`config.mk`:
```
export PLATFORM = sky130hd
export DESIGN_NAME = dual_lane_byte_hash_top
export DESIGN_NICKNAME = d
export VERILOG_FILES = /design/src/rtl/core/dlbh_pkg.sv /design/src/rtl/core/dlbh_front.sv /design/src/rtl/core/dlbh_engine.sv /design/src/rtl/core/dual_lane_byte_hash_top.sv
export SDC_FILE = /design/constraint.sdc
export NUM_CORES = 2
export LEC_CHECK = 0
export BUFFER_PORTS_ARGS = -buffer_cell sky130_fd_sc_hd__buf_2
export CELL_PAD_IN_SITES_DETAIL_PLACEMENT = 1
export CELL_PAD_IN_SITES_GLOBAL_PLACEMENT = 1
export CORE_ASPECT_RATIO = 0.9
export CORE_MARGIN = 8
export CORE_UTILIZATION = 46
export CTS_CLUSTER_DIAMETER = 80
export DETAILED_ROUTE_END_ITERATION = 12
export PLACE_DENSITY_LB_ADDON = 0.3
export REMOVE_ABC_BUFFERS = 1
export SLEW_MARGIN = 20
export SYNTH_ARGS = -nofsm -noshare
export SYNTH_HDL_FRONTEND = slang
export SYNTH_SLANG_ARGS = --single-unit
```
`constraint.sdc`:
```
create_clock -name aclk -period 13.1 [get_ports aclk]
set_clock_uncertainty 0.2 [all_clocks]
set_input_delay 1.965 -clock aclk [delete_from_list [all_inputs] [get_ports aclk]]
set_output_delay 1.965 -clock aclk [all_outputs]
set_load 0.1 [all_outputs]
```
`src/rtl/core/dlbh_pkg.sv`:
```
// Shared types, constants and helpers for the dual-lane byte hash.
// Used by every module of the block; depends on nothing else.
`timescale 1ns / 1ps

package dlbh_pkg;

    localparam logic [63:0] LANE_A_INIT  = 64'd1469598103934665603;
    localparam logic [63:0] FNV_PRIME    = 64'd1099511628211;
    localparam logic [63:0] GOLDEN_GAMMA = 64'h9e3779b97f4a7c15;
    localparam logic [63:0] LANE_B_INIT  = FNV_PRIME ^ GOLDEN_GAMMA;
    localparam logic [63:0] LANE_B_MULT  = 64'd14029467366897019727;
    localparam logic [4:0]  POS_MODULUS  = 5'd31;
    localparam int          LANE_B_SHIFT = 29;
    localparam logic [5:0]  MIX_ONE_ROT  = 6'd17;
    localparam logic [5:0]  MIX_TWO_ROT  = 6'd41;

    typedef struct packed {
        logic [7:0] data_byte;
        logic       segment_end;
        logic       message_start;
        logic       message_end;
    } in_item_t;

    typedef struct packed {
        logic [63:0] digest_lane_a;
        logic [63:0] digest_lane_b;
        logic [63:0] digest_mix_one;
        logic [63:0] digest_mix_two;
    } out_item_t;

    // Decoded command handed from the front end to the hash engine.
    typedef struct packed {
        logic       restore;
        logic [7:0] data_byte;
        logic       restart_pos;
        logic       emit;
    } cmd_t;

    typedef enum logic [2:0] {
        ENG_IDLE,
        ENG_A_LO,
        ENG_A_CR1,
        ENG_A_CR2,
        ENG_B_PREP,
        ENG_B_LO,
        ENG_B_CR1,
        ENG_B_CR2
    } eng_state_t;

    function automatic logic [63:0] rotl64(input logic [63:0] v, input logic [5:0] amt);
        logic [6:0] inv;
        inv = 7'd64 - {1'b0, amt};
        if (amt == 6'd0) begin
            return v;
        end
        return (v << amt) | (v >> inv);
    endfunction

endpackage

```
`src/rtl/core/dlbh_front.sv`:
```
// Front end of the hash: accepts input items, decodes their flags into
// engine commands and buffers them in a small queue. Depends on dlbh_pkg.
`timescale 1ns / 1ps

module dlbh_front #(
    parameter int DEPTH = 2
) (
    input  logic              aclk,
    input  logic              aresetn,
    input  logic              s_valid,
    output logic              s_ready,
    input  dlbh_pkg::in_item_t s_data,
    output logic              cmd_valid,
    input  logic              cmd_ready,
    output dlbh_pkg::cmd_t    cmd
);
    import dlbh_pkg::*;

    localparam int PW = (DEPTH > 1) ? $clog2(DEPTH) : 1;
    localparam int CW = $clog2(DEPTH + 1);

    cmd_t            queue_mem [DEPTH];
    logic [PW-1:0]   wr_ptr_reg;
    logic [PW-1:0]   wr_ptr_next;
    logic [PW-1:0]   rd_ptr_reg;
    logic [PW-1:0]   rd_ptr_next;
    logic [CW-1:0]   count_reg;
    logic [CW-1:0]   count_next;
    logic            push;
    logic            pop;
    cmd_t            decoded;

    always_comb begin
        decoded.restore     = s_data.message_start;
        decoded.data_byte   = s_data.data_byte;
        decoded.restart_pos = s_data.segment_end;
        decoded.emit        = s_data.message_end;
    end

    assign s_ready   = (count_reg != CW'(DEPTH));
    assign cmd_valid = (count_reg != '0);
    assign cmd       = queue_mem[rd_ptr_reg];
    assign push      = s_valid && s_ready;
    assign pop       = cmd_valid && cmd_ready;

    // Pointers wrap at the last entry, so any queue depth works.
    always_comb begin
        wr_ptr_next = wr_ptr_reg;
        rd_ptr_next = rd_ptr_reg;
        if (push) begin
            wr_ptr_next = (wr_ptr_reg == PW'(DEPTH - 1)) ? '0 : wr_ptr_reg + PW'(1);
        end
        if (pop) begin
            rd_ptr_next = (rd_ptr_reg == PW'(DEPTH - 1)) ? '0 : rd_ptr_reg + PW'(1);
        end
        count_next  = count_reg;
        if (push && !pop) begin
            count_next = count_reg + CW'(1);
        end else if (pop && !push) begin
            count_next = count_reg - CW'(1);
        end
    end

    always_ff @(posedge aclk) begin
        if (!aresetn) begin
            wr_ptr_reg <= '0;
            rd_ptr_reg <= '0;
            count_reg  <= '0;
        end else begin
            wr_ptr_reg <= wr_ptr_next;
            rd_ptr_reg <= rd_ptr_next;
            count_reg  <= count_next;
        end
    end

    always_ff @(posedge aclk) begin
        if (push) begin
            queue_mem[wr_ptr_reg] <= decoded;
        end
    end

endmodule

```
`src/rtl/core/dlbh_engine.sv`:
```
// Back end of the hash: holds both lanes and the segment position, runs the
// two 64-bit multiplies on one shared 32x32 multiplier and registers the
// digest. Depends on dlbh_pkg.
`timescale 1ns / 1ps

module dlbh_engine (
    input  logic                aclk,
    input  logic                aresetn,
    input  logic                cmd_valid,
    output logic                cmd_ready,
    input  dlbh_pkg::cmd_t      cmd,
    output logic                m_valid,
    input  logic                m_ready,
    output dlbh_pkg::out_item_t m_data
);
    import dlbh_pkg::*;

    eng_state_t  state_reg;
    eng_state_t  state_next;
    logic [63:0] lane_a_reg;
    logic [63:0] lane_a_next;
    logic [63:0] lane_b_reg;
    logic [63:0] lane_b_next;
    logic [4:0]  pos_reg;
    logic [4:0]  pos_next;
    cmd_t        cmd_reg;
    cmd_t        cmd_next;
    logic [63:0] mul_x_reg;
    logic [63:0] mul_x_next;
    logic [63:0] acc_reg;
    logic [63:0] acc_next;
    logic        out_valid_reg;
    logic        out_valid_next;
    out_item_t   out_data_reg;
    out_item_t   out_data_next;

    logic [31:0] op_x;
    logic [31:0] op_y;
    logic [63:0] prod;
    logic [31:0] acc_sum;
    logic [63:0] mul_result;
    logic [63:0] lane_a_base;
    logic [4:0]  pos_eff;
    logic [4:0]  pos_inc;
    logic [63:0] b_new;

    // The 64-bit low product is built from the low-by-low product plus the
    // two cross terms, of which only the low 32 bits matter.
    assign prod       = op_x * op_y;
    assign acc_sum    = acc_reg[63:32] + prod[31:0];
    assign mul_result = {acc_sum, acc_reg[31:0]};
    assign b_new      = mul_result ^ (mul_result >> LANE_B_SHIFT);

    assign lane_a_base = cmd.restore ? LANE_A_INIT : lane_a_reg;
    assign pos_eff     = (pos_reg >= POS_MODULUS) ? 5'd0 : pos_reg;
    assign pos_inc     = pos_eff + 5'd1;

    always_comb begin
        state_next     = state_reg;
        lane_a_next    = lane_a_reg;
        lane_b_next    = lane_b_reg;
        pos_next       = pos_reg;
        cmd_next       = cmd_reg;
        mul_x_next     = mul_x_reg;
        acc_next       = acc_reg;
        out_valid_next = out_valid_reg && !m_ready;
        out_data_next  = out_data_reg;
        cmd_ready      = 1'b0;
        op_x           = '0;
        op_y           = '0;
        unique case (state_reg)
            ENG_IDLE: begin
                cmd_ready = 1'b1;
                if (cmd_valid) begin
                    cmd_next = cmd;
                    if (cmd.restore) begin
                        lane_a_next = LANE_A_INIT;
                        lane_b_next = LANE_B_INIT;
                        pos_next    = '0;
                    end
                    mul_x_next = lane_a_base ^ {56'd0, cmd.data_byte};
                    state_next = ENG_A_LO;
                end
            end
            ENG_A_LO: begin
                op_x       = mul_x_reg[31:0];
                op_y       = FNV_PRIME[31:0];
                acc_next   = prod;
                state_next = ENG_A_CR1;
            end
            ENG_A_CR1: begin
                op_x       = mul_x_reg[31:0];
                op_y       = FNV_PRIME[63:32];
                acc_next   = mul_result;
                state_next = ENG_A_CR2;
            end
            ENG_A_CR2: begin
                op_x        = mul_x_reg[63:32];
                op_y        = FNV_PRIME[31:0];
                lane_a_next = mul_result;
                state_next  = ENG_B_PREP;
            end
            ENG_B_PREP: begin
                mul_x_next = lane_b_reg ^ rotl64(lane_a_reg + {56'd0, cmd_reg.data_byte},
                                                 {1'b0, pos_inc});
                if (cmd_reg.restart_pos || pos_inc >= POS_MODULUS) begin
                    pos_next = '0;
                end else begin
                    pos_next = pos_inc;
                end
                state_next = ENG_B_LO;
            end
            ENG_B_LO: begin
                op_x       = mul_x_reg[31:0];
                op_y       = LANE_B_MULT[31:0];
                acc_next   = prod;
                state_next = ENG_B_CR1;
            end
            ENG_B_CR1: begin
                op_x       = mul_x_reg[31:0];
                op_y       = LANE_B_MULT[63:32];
                acc_next   = mul_result;
                state_next = ENG_B_CR2;
            end
            ENG_B_CR2: begin
                op_x = mul_x_reg[63:32];
                op_y = LANE_B_MULT[31:0];
                // A digest waits here while the previous one is still unread.
                if (!(cmd_reg.emit && out_valid_reg && !m_ready)) begin
                    lane_b_next = b_new;
                    if (cmd_reg.emit) begin
                        out_valid_next               = 1'b1;
                        out_data_next.digest_lane_a  = lane_a_reg;
                        out_data_next.digest_lane_b  = b_new;
                        out_data_next.digest_mix_one = lane_a_reg ^ rotl64(b_new, MIX_ONE_ROT);
                        out_data_next.digest_mix_two = b_new ^ rotl64(lane_a_reg, MIX_TWO_ROT);
                    end
                    state_next = ENG_IDLE;
                end
            end
        endcase
    end

    always_ff @(posedge aclk) begin
        if (!aresetn) begin
            state_reg     <= ENG_IDLE;
            lane_a_reg    <= LANE_A_INIT;
            lane_b_reg    <= LANE_B_INIT;
            pos_reg       <= '0;
            out_valid_reg <= 1'b0;
        end else begin
            state_reg     <= state_next;
            lane_a_reg    <= lane_a_next;
            lane_b_reg    <= lane_b_next;
            pos_reg       <= pos_next;
            out_valid_reg <= out_valid_next;
        end
    end

    always_ff @(posedge aclk) begin
        cmd_reg      <= cmd_next;
        mul_x_reg    <= mul_x_next;
        acc_reg      <= acc_next;
        out_data_reg <= out_data_next;
    end

    assign m_valid = out_valid_reg;
    assign m_data  = out_data_reg;

endmodule

```
`src/rtl/core/dual_lane_byte_hash_top.sv`:
```
// Top level of the dual-lane byte hash: front-end command queue plus the
// hash engine. Depends on dlbh_pkg, dlbh_front and dlbh_engine.
`timescale 1ns / 1ps

// Each input item absorbs one byte into two 64-bit lanes; an item with
// message_end set produces one digest item of four 64-bit words, other items
// produce none. Per byte the engine fetches the command, then runs the lane A
// multiply, the lane B rotate step and the dependent lane B multiply, each
// multiply as a low product plus two cross terms on its single shared 32x32
// multiplier. The input queue holds QUEUE_DEPTH items, so bytes are taken at
// full speed until it fills; a digest sits in an output register and only
// stalls the engine if the next digest is ready before the previous is taken.
module dual_lane_byte_hash_top #(
    parameter int QUEUE_DEPTH = 2
) (
    input  logic                aclk,
    input  logic                aresetn,
    input  logic                s_valid,
    output logic                s_ready,
    input  dlbh_pkg::in_item_t  s_data,
    output logic                m_valid,
    input  logic                m_ready,
    output dlbh_pkg::out_item_t m_data
);
    import dlbh_pkg::*;

    logic cmd_valid;
    logic cmd_ready;
    cmd_t cmd;

    dlbh_front #(
        .DEPTH(QUEUE_DEPTH)
    ) u_front (
        .aclk      (aclk),
        .aresetn   (aresetn),
        .s_valid   (s_valid),
        .s_ready   (s_ready),
        .s_data    (s_data),
        .cmd_valid (cmd_valid),
        .cmd_ready (cmd_ready),
        .cmd       (cmd)
    );

    dlbh_engine u_engine (
        .aclk      (aclk),
        .aresetn   (aresetn),
        .cmd_valid (cmd_valid),
        .cmd_ready (cmd_ready),
        .cmd       (cmd),
        .m_valid   (m_valid),
        .m_ready   (m_ready),
        .m_data    (m_data)
    );

endmodule

```
# After elaboration in Yosys (flattened, before gate mapping)
# Memory sizes are Yosys's and may differ from the RTL's. A register that Yosys moved wholly into a read port is not among the register bits.
# Index checks and enable logic that the tools add are counted.
# word_totals
input_bits,15
register_bits,535
memories,1
out_inout_bits,258
ram_bits,22
word_cells,123
# classes
n_reduce_logical,33
muxes,37
magnitude_cmp,2
shifts,2
add_sub_neg,8
n_eq_ne,11
bitwise,10
n_mul,1
# memory_table
memory,words,width,read_ports,rd_clocked_by_memory_dff,write_ports,line_no,text
u_front.queue_mem,2,11,1,1,1,dlbh_front.sv:22,cmd_t queue_mem [DEPTH];
# ops
op,n
64-bit two-way mux,9
64-bit one-hot mux with 2 select lines,4
64-bit XOR,3
32-bit one-hot mux with 4 select lines,1
64-bit by 8-bit adder with 64-bit output,1
32-bit by 32-bit multiplier with 64-bit output,1
64-bit by 17-bit OR with 64-bit output,1
64-bit by 41-bit OR with 64-bit output,1
64-bit OR,1
32-bit one-hot mux with 2 select lines,1
64-bit by 5-bit left shift with 64-bit output,1
64-bit by 7-bit right shift with 64-bit output,1
64-bit by 35-bit XOR with 64-bit output,1
64-bit by 8-bit XOR with 64-bit output,1
32-bit adder,1
3-bit one-hot mux with 8 select lines,1
5-bit two-way mux,4
"3-bit == test, second input constant",4
1-bit two-way mux,12
2-bit nonzero test,6
"5-bit >= comparator, second input constant",2
5-bit one-hot mux with 2 select lines,1
2-bit AND reduction,5
2-bit OR reduction,5
other kinds (20),36

# Depth between registers and ports, before layout
# logic_depth
ltp_word,10
ltp_mapped,44
depth_no_buf,43

# By module
# From an unflattened synthesis, not the netlist that was laid out.
# hier_totals
hier_cells,6773
area_unflattened_um2,63543.4
# by_module_without_submodules
mod,cells_each,n_inst,area_each_um2,seq_area_each_um2
dlbh_engine,6715,1,62511.2,14574.0
dlbh_front,58,1,1032.2,760.7

# Least setup slack after synthesis
# No wires, ideal clock.
# synth_timing
kind,input port to flip-flop
from,input port m_ready
to,"register u_engine.out_data_reg, in the netlist u_engine.m_data[0], enable pin"
t_required_ns,12.021
n_path_buf,0
stages,3
setup_time_ns,0.879
t_arrival_ns,12.797
slack_ns,-0.776
path_cell_list,nand2b_1 > nor2_1 > nor2_1
# synth_between
elab_chain_len,4
# synth_rtl
item,line_no,text
start: declaration,dual_lane_byte_hash_top.sv:22,"input logic m_ready,"
1-bit zero test,dlbh_engine.sv:129,if (!(cmd_reg.emit && out_valid_reg && !m_ready)) begin
1-bit logical AND,dlbh_engine.sv:129,
1-bit NOT (no line),n/a,
3-bit AND reduction (no line),n/a,
end signal: assignment,dlbh_engine.sv:164,out_data_reg <= out_data_next;
end: declaration,dlbh_engine.sv:34,out_item_t out_data_reg;
# No other way between the ends.
# A chain may end at the register's enable or synchronous reset.

# Final worst setup path
# layout_timing
from,register u_engine.state_reg[1]
to,"register u_engine.out_data_reg, in the netlist u_engine.m_data[32] (data pin)"
# layout_between
elab_chain_len,7
elab_cells_between_ends,16
cone_classes,1 x add/sub; 1 x mul; 6 x eq/ne; 2 x mux; 2 x bitwise; 4 x reduce/logical
# layout_rtl
item,line_no,text
start: declaration,dlbh_engine.sv:18,eng_state_t state_reg;
start signal: assignment,dlbh_engine.sv:152,state_reg <= state_next;
"3-bit by 1-bit == test with 1-bit output, or another cell as far along",dlbh_engine.sv:71,unique case (state_reg)
4-bit OR reduction (no line) or 2-bit OR reduction (tied branches),n/a,
32-bit one-hot mux with 2 select lines or 32-bit one-hot mux with 4 select lines (tied branches),dlbh_engine.sv:71,
32-bit by 32-bit multiplier with 64-bit output *,dlbh_engine.sv:49,assign prod = op_x * op_y;
32-bit adder *,dlbh_engine.sv:50,assign acc_sum = acc_reg[63:32] + prod[31:0];
named net u_engine.acc_sum[29],dlbh_engine.sv:40,logic [31:0] acc_sum;
64-bit by 35-bit XOR with 64-bit output *,dlbh_engine.sv:52,assign b_new = mul_result ^ (mul_result >> LANE_B_SHIFT);
64-bit XOR *,dlbh_engine.sv:136,"out_data_next.digest_mix_two = b_new ^ rotl64(lane_a_reg, MIX_TWO_ROT);"
# The timed path passes the listed nets; every way through them passes the cells marked *.

==> results.sh <==
export IMPL_run_status="finished, final reports clean"
export IMPL_timing_hold_worst_start="u_engine.lane_b_reg[6]"
export IMPL_holdCritPathClass="register to register"
export IMPL_crit_path_end_kind="register"
export IMPL_htree_levels=2
export IMPL_cts_tree="built"
export IMPL_synth_seq_cells=558
export IMPL_synth_top_cell_by_area="fa_1"
export IMPL_synth_xor_xnor_area_share_pct=5.303
export IMPL_synth_most_common_cell="inv_1"
export IMPL_grt_setup_unrepaired="false"
export IMPL_total_core_area_um2=137400
export IMPL_post_synth_and_or_nand_nor_area_fraction_pct=12.91
export IMPL_die_width_um=407.9
export IMPL_vias=59160
export IMPL_synth_top_area_share_pct=22.17
export IMPL_ys_warnings_count=0
export IMPL_critical_path_required_ns=13.30
export IMPL_worst_setup_path_type="register to register"
export IMPL_critical_path_slowest_cell="xnor2_1"
export IMPL_multiplexer_share_of_the_synthesized_area_pct=4.704
export IMPL_fin_cells=8884
export IMPL_regArea_um2=15340
export IMPL_clk_insertion_delay_late_ns=0.70
export IMPL_final_layout_size_suffix_gt1_share_pct=11.45
export IMPL_post_cts_repair_setup_buffers=0
export IMPL_number_of_cells_after_detailed_placement=8768
export IMPL_path_clk_slew_ns=0.08
export IMPL_timing_max_cap_violations=0
export IMPL_detail_route_antenna_nets=0
export IMPL_synth_async_reset_ratio_pct=0
export IMPL_synthTopCellsByArea="fa_1 22%, edfxtp_1 20%, ha_1 8.5%, inv_1 6.3%, dfxtp_1 4.5%"
export IMPL_gp_congestion=1.073
export IMPL_crit_start="u_engine.state_reg[1]"
export IMPL_synth_sequential_area_ratio_pct=24.12
export IMPL_global_route_overflow_total=0
export IMPL_maxSlewHeadroom_pct=8.334
export IMPL_final_period_minus_worst_setup_slack_ns=12.30
export IMPL_total_stage_count_of_the_critical_path=37
export IMPL_clock_fmax_ghz=0.08131
export IMPL_grt_use_total_pct=42.44
export IMPL_die_area_um2=150400
export IMPL_synth_edf_count=416
export IMPL_critPathMaxStageDelay_ns=0.83
export IMPL_ioPinCount=273
export IMPL_cts_buffers_inserted=56
export IMPL_synth_lib_cells_used_distinct=102
export IMPL_reg2reg_to="u_engine.m_data[32]"
export IMPL_synth_compound_area_share_pct=13.73
export IMPL_cts_hold_fix_buffers=0
export IMPL_first_pass_iters=6
export IMPL_netlist_instances=6814
export IMPL_max_clock_buf_depth=3
export IMPL_largest_family_of_logic_cells_by_synthesized_area="adder cells"
export IMPL_timing_final_crit_share_pct=93.89
export IMPL_cts_root_buffer_cell="clkbuf_16"
export IMPL_worstReg2RegStart="u_engine.state_reg[1]"
export IMPL_clock_sinks=558
export IMPL_critPathBufInv=4
export IMPL_hpwlAfterDp_mm=271.0
export IMPL_worst_slew_pin_slew_ns=1.370
export IMPL_timing_final_max_slew_violations=0
export IMPL_grt_pass1_wl_mm=459.5
export IMPL_cpLargestDelayFamily="adder cells"
export IMPL_synth_flop_cell="edfxtp_1"
export IMPL_post_cts_resized=0
export IMPL_dieHeight_um=368.7
export IMPL_detail_route_drc_violations=0
export IMPL_setup_viol=0
export IMPL_area_added_between_synthesis_and_finish_pct=9.603
export IMPL_syn_cell_area_um2=63570
export IMPL_fin_nets=8145
export IMPL_port_buffers=272
export IMPL_multi_input_comb_area_um2=43210
export IMPL_route_final_wire_length_mm=330.5
export IMPL_initial_core_util_pct=46.28
export IMPL_total_of_fill_cells_in_the_finished_design=15570
export IMPL_critical_path_max_fanout=29
export IMPL_cp_start_kind="register"
export IMPL_first_global_vias=58800
export IMPL_worst_r2r_setup_slack_ns=0.80
export IMPL_adder_and_majority_cell_fraction_of_the_synthesized_area_pct=30.72
export IMPL_synth_commonest_cells="1,070 x inv_1, 704 x fa_1, 518 x nor2_1"
export IMPL_grt_start_max_net_pins=133
export IMPL_hold_violations=0
export IMPL_floorplan_rows=129
export IMPL_detail_route_vias_per_cell=6.660
export IMPL_max_reg_flops=256
export IMPL_rr_worst_depth=37
export IMPL_antenna_found_initial=30
export IMPL_syn_area_per_cell_um2=9.329
export IMPL_worstPathArrival_ns=12.50
export IMPL_initialDrtViolationCount=9118
export IMPL_timing_critical_path_to="u_engine.m_data[32]"
export IMPL_avg_wl_per_cell_um=37.20
## how the worst min path moves through the flow
stage	to	slack, ns	cells after the start
2_1_floorplan	u_engine.lane_b_reg[6]	0.25	2
3_3_place_gp	u_engine.lane_b_reg[6]	0.26	2
3_5_place_dp	u_engine.lane_b_reg[6]	0.29	2
4_1_cts	u_engine.lane_b_reg[6]	0.30	2
5_1_grt	u_engine.lane_b_reg[6]	0.32	2
6_report	u_engine.lane_b_reg[6]	0.31	2
## metal layers
metal	routed length, µm	GRT usage (%)	share of wire [%]	vias up
met5	308	1.021	0.093	-
met4	13790	13.06	4.2	14
met3	52070	17.98	16	715
met2	128000	57.36	39	4458
met1	136300	61.02	41	30380
li1	-	-	-	23600
## per-stage QoR
step | hold slack [ns] | cell area, µm² | utilization, % | TNS (ns) | setup WS [ns]
floorplan | 0.2527 | 62220 | - | -222.62 | -0.9512
global placement | 0.2625 | 67700 | 49.29 | 0 | 1.399
detailed placement | 0.2918 | 67710 | 49.30 | 0 | 1.137
CTS | 0.3027 | 69610 | 50.68 | 0 | 1.089
global route | 0.3185 | 69650 | 50.71 | 0 | 0.3025
finish | 0.3093 | 69670 | 50.72 | 0 | 0.8011
## worst register-to-register path, delay by kind of cell, from the launching register on
kind / cells / cell delay, ns
AOI/OAI and AO/OA: 13 / 3.40
buffers and inverters: 4 / 0.72
xor gates and xnor gates: 5 / 1.51
DFF: 1 / 0.64
adders and majority gates: 10 / 3.74
and+or+nand+nor: 5 / 1.79
## placed cells by master, fill, tap and decap left out, types with 39 or more instances in the layout
master,instances
nor2_1,507
a31oi_1,55
mux2i_1,141
a211oi_1,60
edfxtp_1,416
o21ai_0,247
o31ai_1,45
dfxtp_1,140
and2_1,54
buf_2,272
buf_4,193
xor2_1,162
nand3_1,132
o22ai_1,52
and3_1,40
a21oi_1,335
xnor2_1,196
o211ai_1,48
ha_1,431
or3_1,39
a21o_1,96
nor3_1,180
nand2_1,502
inv_1,1068
fa_1,704
nand4_1,65
a22oi_1,41
mux2_2,61
mux4_2,39
clkbuf_16,56
## layout make-up
type | count | share of cell area, %
tap | 1834 | 3.294
timing repair buffer | 469 | 4.112
inverter | 1079 | 5.817
antenna | 9 | 0.03232
multi-input combinational | 4830 | 62.02
sequential | 558 | 22.01
clock inverter | 32 | 0.5262
clock buffer | 73 | 2.189
## cells by family (layout without fill, tap and decap cells)
| kind of cell | Yosys count | count (layout) |
|---|---|---|
| AND/OR/NAND/NOR | 1745 | 1745 |
| flip-flops | 558 | 558 |
| AO/OA/AOI/OAI | 1317 | 1317 |
| other | 2 | 12 |
| multiplexers | 242 | 242 |
| adder cells (fa/ha/maj) | 1139 | 1139 |
| XOR/XNOR | 384 | 384 |
| buffers and inverters | 1427 | 1653 |
Power is not shown: default switching activity piles up to over one toggle a cycle in this logic, so the estimate is an artifact.
